$ cat src/rtl/core/ntpps_pkg.sv
// ----------------------------------------------------------------------------
// ntpps_pkg
// Shared constants and types for the NTP peer statistics update block.
// ----------------------------------------------------------------------------
package ntpps_pkg;

  // Table geometry
  localparam int SLOT_W       = 3;
  localparam int SERVER_SLOTS = 8;

  // Time conversion constants
  localparam logic [31:0] ERA_DELTA    = 32'd2208988800;
  localparam logic [19:0] USEC_PER_SEC = 20'd1000000;

  // Field widths
  localparam int SEC_W   = 32;
  localparam int USEC_W  = 20;
  localparam int FRAC_W  = 32;
  localparam int TS_W    = 52;  // whole microseconds of a 32-bit second count
  localparam int OFS_W   = 32;
  localparam int JIT_W   = 31;
  localparam int REACH_W = 8;

  // Stream widths
  localparam int IN_TDATA_W  = 232;
  localparam int IN_TUSER_W  = 4;
  localparam int OUT_TDATA_W = 112;
  localparam int OUT_TUSER_W = SLOT_W;

  // One table entry; offset sits in the low bits
  typedef struct packed {
    logic               reachable;
    logic               valid;
    logic [REACH_W-1:0] reach;
    logic [JIT_W-1:0]   jitter;
    logic [OFS_W-1:0]   delay;
    logic [OFS_W-1:0]   offset;
  } entry_t;

  localparam int ENTRY_W = $bits(entry_t);

endpackage

$ cat src/rtl/core/ntpps_entry_ram.sv
// ----------------------------------------------------------------------------
// ntpps_entry_ram
// Per-slot statistics memory with registered read. A live bit per
// slot, cleared at reset, makes never-written entries read as zero.
// ----------------------------------------------------------------------------
module ntpps_entry_ram (
  input  logic                       clk,
  input  logic                       rst_n,
  input  logic                       rd_en,
  input  logic [ntpps_pkg::SLOT_W-1:0] rd_addr,
  output ntpps_pkg::entry_t          rd_data,
  input  logic                       wr_en,
  input  logic [ntpps_pkg::SLOT_W-1:0] wr_addr,
  input  ntpps_pkg::entry_t          wr_data
);
  import ntpps_pkg::*;

  entry_t                  entry_mem [SERVER_SLOTS];
  entry_t                  rd_q_r;
  logic                    rd_live_r;
  logic [SERVER_SLOTS-1:0] live_r;

  // Write port and registered read port
  always_ff @(posedge clk) begin
    if (wr_en) begin
      entry_mem[wr_addr] <= wr_data;
    end
    if (rd_en) begin
      rd_q_r <= entry_mem[rd_addr];
    end
  end

  // Track which entries hold written data
  always_ff @(posedge clk) begin
    if (!rst_n) begin
      live_r    <= '0;
      rd_live_r <= 1'b0;
    end else begin
      if (wr_en) begin
        live_r[wr_addr] <= 1'b1;
      end
      if (rd_en) begin
        rd_live_r <= live_r[rd_addr];
      end
    end
  end

  // Unwritten entries read as zero
  assign rd_data = rd_live_r ? rd_q_r : '0;

endmodule

$ cat config.mk
export PLATFORM = sky130hd
export DESIGN_NAME = ntpps_entry_ram
export DESIGN_NICKNAME = d
export VERILOG_FILES = /design/src/rtl/core/ntpps_pkg.sv /design/src/rtl/core/ntpps_entry_ram.sv
export SDC_FILE = /design/constraint.sdc
export NUM_CORES = 1
export LEC_CHECK = 0
export BUFFER_PORTS_ARGS = -buffer_cell sky130_fd_sc_hd__buf_2
export CORE_MARGIN = 4
export CORE_UTILIZATION = 55
export CTS_BUF_LIST = sky130_fd_sc_hd__clkbuf_4
export DETAILED_ROUTE_END_ITERATION = 10
export PLACE_DENSITY_LB_ADDON = 0.1
export SYNTH_ARGS = -nofsm -noshare
export SYNTH_HDL_FRONTEND = slang
export SYNTH_SLANG_ARGS = --single-unit
$ cat constraint.sdc
create_clock -name clk -period 12.55 [get_ports clk]
set_clock_uncertainty 0.15 [all_clocks]
set_input_delay 1.255 -clock clk [delete_from_list [all_inputs] [get_ports clk]]
set_output_delay 1.255 -clock clk [all_outputs]
set_load 0.02 [all_outputs]
# After elaboration in Yosys (flattened, before gate mapping)
# Memory sizes are Yosys's and may differ from the RTL's. A register that Yosys moved wholly into a read port is not among the register bits.
# Cells that the tools add are included.
dict set report word_totals {
  ff_bits 9
  ramBits 840
  inputBits 115
  word_cells 15
  n_memories 1
}
# memory depth word_bits read_ports rd_ports_with_merged_regs write_ports line
set memory_table {}
lappend memory_table {entry_mem 8 105 1 1 1 ntpps_entry_ram.sv:18} ;# entry_t entry_mem [SERVER_SLOTS];
dict set report classes {
  magnitude_cmp 3
  n_mux 7
  bitwise 1
  reduce_logical 1
}
# cell count
set op_table {}
lappend op_table {{$mux 105} 1}
lappend op_table {{$lt 3x4->1 const B} 2}
lappend op_table {{$or 8x8->8} 1}
lappend op_table {{$mux 1} 4}
lappend op_table {{$bmux 1 s3} 1}
lappend op_table {{$demux 1 s3} 1}
lappend op_table {{$ge 3x1->1 const B} 1}
lappend op_table {{$logic_and 1x1->1} 1}

# Depth between registers and ports, before layout
# Gate-level depths: netlist of run 1.
dict set report logic_depth {
  depth_word 5
  ltp_mapped 6
  ltp_nobuf 3
}

# Worst setup path before layout of run 1
# No wires, ideal clock.
dict set report synth_timing {
  path_type {in2reg}
  startpoint {input wr_addr[2] in the netlist's numbering}
  endpoint {memory entry_mem[0][0] in the netlist's numbering (enable)}
  t_arrival_ns 8.582
  t_required_ns 11.699
  path_slack_ns 3.116
  path_stages 2
  path_cell_list {nand2b_1 -> nor3_1}
}
# item line
set synth_lines {}
lappend synth_lines {{start: declaration} ntpps_entry_ram.sv:13} ;# input logic [ntpps_pkg::SLOT_W-1:0] wr_addr,
lappend synth_lines {{end: declaration} ntpps_entry_ram.sv:18}
# Straight into the memory's write port.

==> results of run 1 <==
## area by class of cell
cell class	count	share of cell area (%)
clock buffer	321	5.91
clock inverter	69	0.997
timing repair buffer	242	3.25
tap	855	2.62
antenna	8	0.0491
sequential	954	70.0
multi-input combinational	448	17.2
## synth_stat cells
| library cell | n | area (um2) |
|---|---|---|
| buf_12 | 13 | 260 |
| a21oi_2 | 1 | 8.76 |
| mux4_2 | 211 | 4750 |
| nand2b_1 | 3 | 18.8 |
| o21a_1 | 8 | 60.1 |
| o21ai_0 | 1 | 5.00 |
| nand2_1 | 2 | 7.51 |
| mux2i_1 | 4 | 40.0 |
| buf_1 | 16 | 60.1 |
| buf_6 | 6 | 67.6 |
| edfxtp_1 | 945 | 28400 |
| mux2_4 | 49 | 736 |
| nor3_1 | 2 | 10.0 |
| nor2_1 | 6 | 22.5 |
| buf_2 | 9 | 45.0 |
| and2_1 | 105 | 657 |
| mux2_2 | 56 | 631 |
| dfxtp_1 | 9 | 180 |
| clkbuf_1 | 27 | 101 |
## kinds of logic (layout without fill, tap and decap cells)
group	count (synthesis)	count (layout)	share of synthesized area, %
and+or+nand+nor	118	118	1.99
DFF	954	954	79.2
other	0	8	0
AOI/OAI and AO/OA	10	10	0.205
muxes	320	320	17.1
buffers and inverters	71	632	1.48
## sequential cells by signal, indices dropped and copies added (netlist names)
name and flops:
entry_mem 840, rd_q_r 105, live_r 8, rd_live_r 1
## worst paths after layout
path / slack, ns / depth (start not counted) / start / end
worst max-delay path: 8.21 / 3 / rd_live_r$_SDFFE_PN0P_ / rd_data[103]
worst min-delay path: 0.32 / 1 / live_r[2]$_SDFFE_PN0P_ / live_r[2]$_SDFFE_PN0P_
worst max register to register: 10.57 / 3 / rd_live_r$_SDFFE_PN0P_ / rd_live_r$_SDFFE_PN0P_
worst min register to register: 0.32 / 1 / live_r[2]$_SDFFE_PN0P_ / live_r[2]$_SDFFE_PN0P_
## routing by layer
metal	part of all wire, %	wire length (um)	track usage (%)	up-vias
li1	-	-	-	7141
met1	42	29400	27.7	8538
met2	51	35800	33.6	439
met3	6.1	4310	6.44	119
met4	1.5	1060	6.05	22
met5	0.20	140	0	-
## power breakdown
group	internal (W)	total (W)	switching, W	leakage, nW
Sequential	0.00364	0.00366	0.0000284	8.73
Clock	0.00127	0.00240	0.00113	1.67
Combinational	0.000160	0.000349	0.000189	3.49
## through the flow
stage	instances	hold WS, ns	instance area, um2	utilization (%)
3_5_place_dp	2499	0.302	38000	58.7
5_1_grt	2892	0.232	40800	63.0
6_report	2897	0.315	40800	63.1
2_1_floorplan	1473	0.290	36000	-
3_3_place_gp	2499	0.296	38000	58.7
4_1_cts	2889	0.199	40800	63.0
==> reports/results.tsv, run 1 <==
stage	metric	value	unit
worst_setup_path	cp-start-kind	flip-flop	
sta	fin_ws	8.21	ns
synthesis	syn-num-nets	1588	
layout	nNetsFinal	1990	
clock_network	postCtsHoldBufs	0	
clock_network	root_buffer	clkbuf_4	
power_and_ir_drop	power_density	157	nW/um2
global_route	grt_max_degree	108	
synthesis	ys_seq_elements	954	
routing	firstDrtPassIters	5	
routing	viasPerCell	5.61	
worst_setup_path	worst_ep_arrival_time	2.94	ns
floorplanning	pin_count	220	
sta	fin_crit	4.34	ns
routing	drc_errors	0	
worst_hold_path	hold_path_class	reg2reg	
power_and_ir_drop	ir_drop	0.0000778	V
layout	multi_input_area	7000	um2
sta	relSlewSlack	29.6	%
worst_setup_path	crit_buf_inv	2	
clock_network	cts_buffers	229	
placed_design	port_buffers	219	
clock_network	clkLatencyLatePin	1.00	ns
worst_setup_path	crit_family	buffers and inverters	
clock_network	cts.sinks	954	
worst_setup_path	worstSetupEndpointType	output pin	
layout	final_cell_mix	edfxtp_1 (945), clkbuf_4 (321), buf_2 (215)	
outcome	status	completed	
power_and_ir_drop	total_power	0.00641	W
placed_design	place_ws	7.57	ns
synthesis	netlist_area	36000	um2
routing	vias	16300	
sta	finalHoldViolations	0	
sta	report.final.setup_viol	0	
layout	drive_above_1_share	44.5	%
sta	worstMarginPinSlew	1.06	ns
global_route	grt_pass1_vias	17800	
synthesis	synthCells	1473	
global_route	grt_usage	20.8	%
layout	nFillCells	4569	
global_route	grt-ovfl-total	0	
clock_network	post_cts_buffers	0	
synthesis	yosysUniqueCellTypes	19	
layout	regArea	28600	um2
layout	mostFrequentLayoutCell	edfxtp_1	
sta	max_freq	0.230	GHz
sta	finalCritPeriodShare	34.6	%
synthesis	yosysWarnings	0	
clock_network	cts_resized	0	
placed_design	gp_congestion	0.687	
worst_setup_path	max_stage_delay	0.75	ns
synthesis	avgSynthCellArea	24.5	um2
floorplanning	placementRows	93	
floorplanning	die_area	69700	um2
clock_network	cts_tree	yes	
clock_network	clk_pin_slew	0.06	ns
global_route	antenna_found_initial	18	
clock_network	cts_buffer_depth	3	
routing	ant_nets	0	
floorplanning	coreArea	64700	um2
worst_setup_path	crit_path_max_fanout	68	
routing	detail_route.wirelength	70.7	mm
clock_network	htree_levels	4	
routing	wl_per_cell	24.4	um
worst_setup_path	crit_type	reg2out	
routing	drt-initial-drc-count	1021	
worst_setup_path	crit_slowest_cell	buf_4	
floorplanning	die_h	264	um
synthesis	seq_area_frac_synth	79.2	%
global_route	grt_pass1_wl	108	mm
power_and_ir_drop	p_leak	13.9	nW
floorplanning	start_util	55.7	%
floorplanning	fp.dieW	264	um
placed_design	dp_hpwl	35.0	mm
sta	rsz0062_at_grt	no	
layout	area_delta_synth_final	13.2	%
job	max_cap_violations	0	
sta	maxSlewViolCount	0	
worst_setup_path	cp_cell_sequence	buf_4 -> and2_1 -> buf_2	
worst_setup_path	cp.required	11.14	ns
sta	tns	0	ns
Note: power is estimated with default switching activity, not from simulation.
==> run 2: changes to the inputs <==
- clock period: 12.55 -> 4.2 ns (I/O delays scaled with it)
==> run 2 against run 1 <==
Worst setup slack worse by 7.3 ns. Core utilization grew 3.6 points. Wire length is 4.1% higher. Sequential share of layout area down 3.8 points. Register-to-register slack lost 8.4 ns. First-iteration DRC count increased by 7.6%. Global-route usage grew 0.80 points.
==> reports/results.tsv, run 2 (synthesis gave the netlist of run 1 again) <==
stage	metric	value	unit
outcome	status	completed	
routing	vias	17200	
layout	regArea	28600	um2
floorplanning	start_util	55.7	%
clock_network	cts.sinks	954	
sta	relSlewSlack	39.4	%
clock_network	cts_buffers	229	
floorplanning	pin_count	220	
global_route	top_usage_layer	met2	
worst_setup_path	crit_buf_inv	2	
floorplanning	die_area	69700	um2
global_route	met2_usage	35.5	%
global_route	grt_max_degree	107	
sta	finalCritPeriodShare	77.6	%
clock_network	root_buffer	clkbuf_4	
job	max_cap_violations	0	
clock_network	clkLatencyLatePin	1.01	ns
layout	mostFrequentLayoutCell	edfxtp_1	
sta	rsz0062_at_grt	no	
routing	drc_errors	0	
power_and_ir_drop	power_density	448	nW/um2
sta	maxSlewViolCount	0	
routing	ant_nets	0	
power_and_ir_drop	power_switching	0.00412	W
layout	top_regs	entry_mem: 840 flops, rd_q_r: 105 flops, live_r: 8 flops	
power_and_ir_drop	seq_power_share	56.7	%
layout	final_cell_mix	edfxtp_1 (945), clkbuf_4 (333), buf_2 (215)	
floorplanning	coreArea	64700	um2
worst_setup_path	cp-start-kind	flip-flop	
layout	drive_above_1_share	41.2	%
placed_design	dp_hpwl	35.8	mm
power_and_ir_drop	total_power	0.0193	W
layout	top_register	entry_mem	
routing	drt-initial-drc-count	1099	
layout	area_delta_synth_final	19.7	%
worst_setup_path	crit_type	reg2out	
clock_network	post_cts_buffers	0	
layout	largest_register_ffs	840	
routing	wl_per_cell	23.7	um
global_route	use_met3	5.39	%
layout	nFillCells	4407	
sta	tns	0	ns
floorplanning	placementRows	93	
routing	viasPerCell	5.55	
global_route	grt_pass1_wl	113	mm
worst_setup_path	max_stage_delay	0.92	ns
placed_design	gp_congestion	0.699	
power_and_ir_drop	swShare	21.3	%
placed_design	place_ws	1.58	ns
layout	utilization	66.7	%
worst_setup_path	worst_ep_arrival_time	2.69	ns
power_and_ir_drop	pwr-share-clk	37.0	%
routing	detail_route.wirelength	73.6	mm
clock_network	htree_levels	4	
worst_setup_path	worstSetupEndpointType	output pin	
global_route	grt_pass1_vias	19100	
global_route	grt_usage	21.6	%
clock_network	cts_tree	yes	
global_route	grt-ovfl-total	0	
sta	finalHoldViolations	0	
layout	nNetsFinal	2206	
sta	whs	0.128	ns
worst_setup_path	crit_family	flip-flops	
clock_network	clk_pin_slew	0.06	ns
floorplanning	die_h	264	um
worst_hold_path	hold_path_class	in2reg	
worst_setup_path	cp.required	3.63	ns
routing	firstDrtPassIters	5	
power_and_ir_drop	combinationalPowerShare	6.4	%
clock_network	cts_buffer_depth	3	
sta	worstMarginPinSlew	0.909	ns
power_and_ir_drop	p_leak	14.9	nW
sta	fin_ws	0.940	ns
placed_design	port_buffers	219	
worst_setup_path	cp_cell_sequence	buf_12 -> and2_1 -> buf_2	
power_and_ir_drop	internal_power	0.0152	W
floorplanning	fp.dieW	264	um
global_route	antenna_found_initial	7	
power_and_ir_drop	ir_drop	0.000238	V
sta	report.final.setup_viol	0	
worst_setup_path	crit_path_max_fanout	64	
worst_setup_path	crit_slowest_cell	dfxtp_4	
global_route	grtUsageMet1	28.8	%
sta	max_freq	0.307	GHz
worst_setup_path	r2r_slack	2.13	ns
sta	fin_crit	3.26	ns
layout	multi_input_area	7020	um2
[run 2: cell types whose count changed in the layout (fill, tap and decap cells not counted), sizes merged]
cell and change:
buf +7, bufinv -3, clkbuf +13, clkinv -15, clkinvlp +4, diode -3, dlygate4sd3 +208
[run 2: worst paths after layout]
check                    startpoint                      to  cells past startpoint
max          rd_live_r$_SDFFE_PN0P_             rd_data[62]                      3
min                      rd_addr[0]    rd_q_r[38]$_DFFE_PP_                      3
max reg2reg  rd_live_r$_SDFFE_PN0P_  rd_live_r$_SDFFE_PN0P_                      3
min reg2reg  live_r[6]$_SDFFE_PN0P_  live_r[6]$_SDFFE_PN0P_                      1
[run 2: metrics by stage]
stage | std cells | instance area, um2
after global routing | 3106 | 43200
after CTS | 3103 | 43100
after detailed placement | 2507 | 38300
after global placement | 2507 | 38300
final | 3108 | 43200
after floorplan | 1473 | 36100
[run 2: area by class of cell]
class / instances / area share (%)
flip-flops and latches: 954 / 66.2
multi-input cells: 448 / 16.3
well taps: 855 / 2.48
clock inverters: 55 / 0.678
repair buffers: 458 / 8.58
clock buffers: 333 / 5.79
diodes: 5 / 0.0290
[run 2: timing repair]
item	4_1_cts	5_1_grt
endpoints found under the hold margin	1156	0
hold buffers	208	0
gates resized for setup	0	0
[run 2: layer usage]
metal	vias up	wire length [um]	share of wire [%]
met5	-	46	0.062
met4	8	1140	1.6
met3	86	4310	5.9
met2	509	37500	51
met1	9038	30600	42
li1	7593	-	-
[run 2: power by group through the flow]
stage	Clock, W	Sequential, W	Combinational (W)
3_3_place_gp	0	0.0111	0.00106
6_report	0.00715	0.0110	0.00123
5_1_grt	0.00794	0.0110	0.00132
2_1_floorplan	0	0.0111	0.000707
3_5_place_dp	0	0.0112	0.00109
4_1_cts	0.00739	0.0110	0.00125
[run 2: worst register-to-register path, delay by kind of cell, from the launching register on]
family | cells | cell delay [ns]
AO/OA/AOI/OAI | 2 | 0.40
flip-flops | 1 | 0.92
buffers and inverters | 1 | 0.54
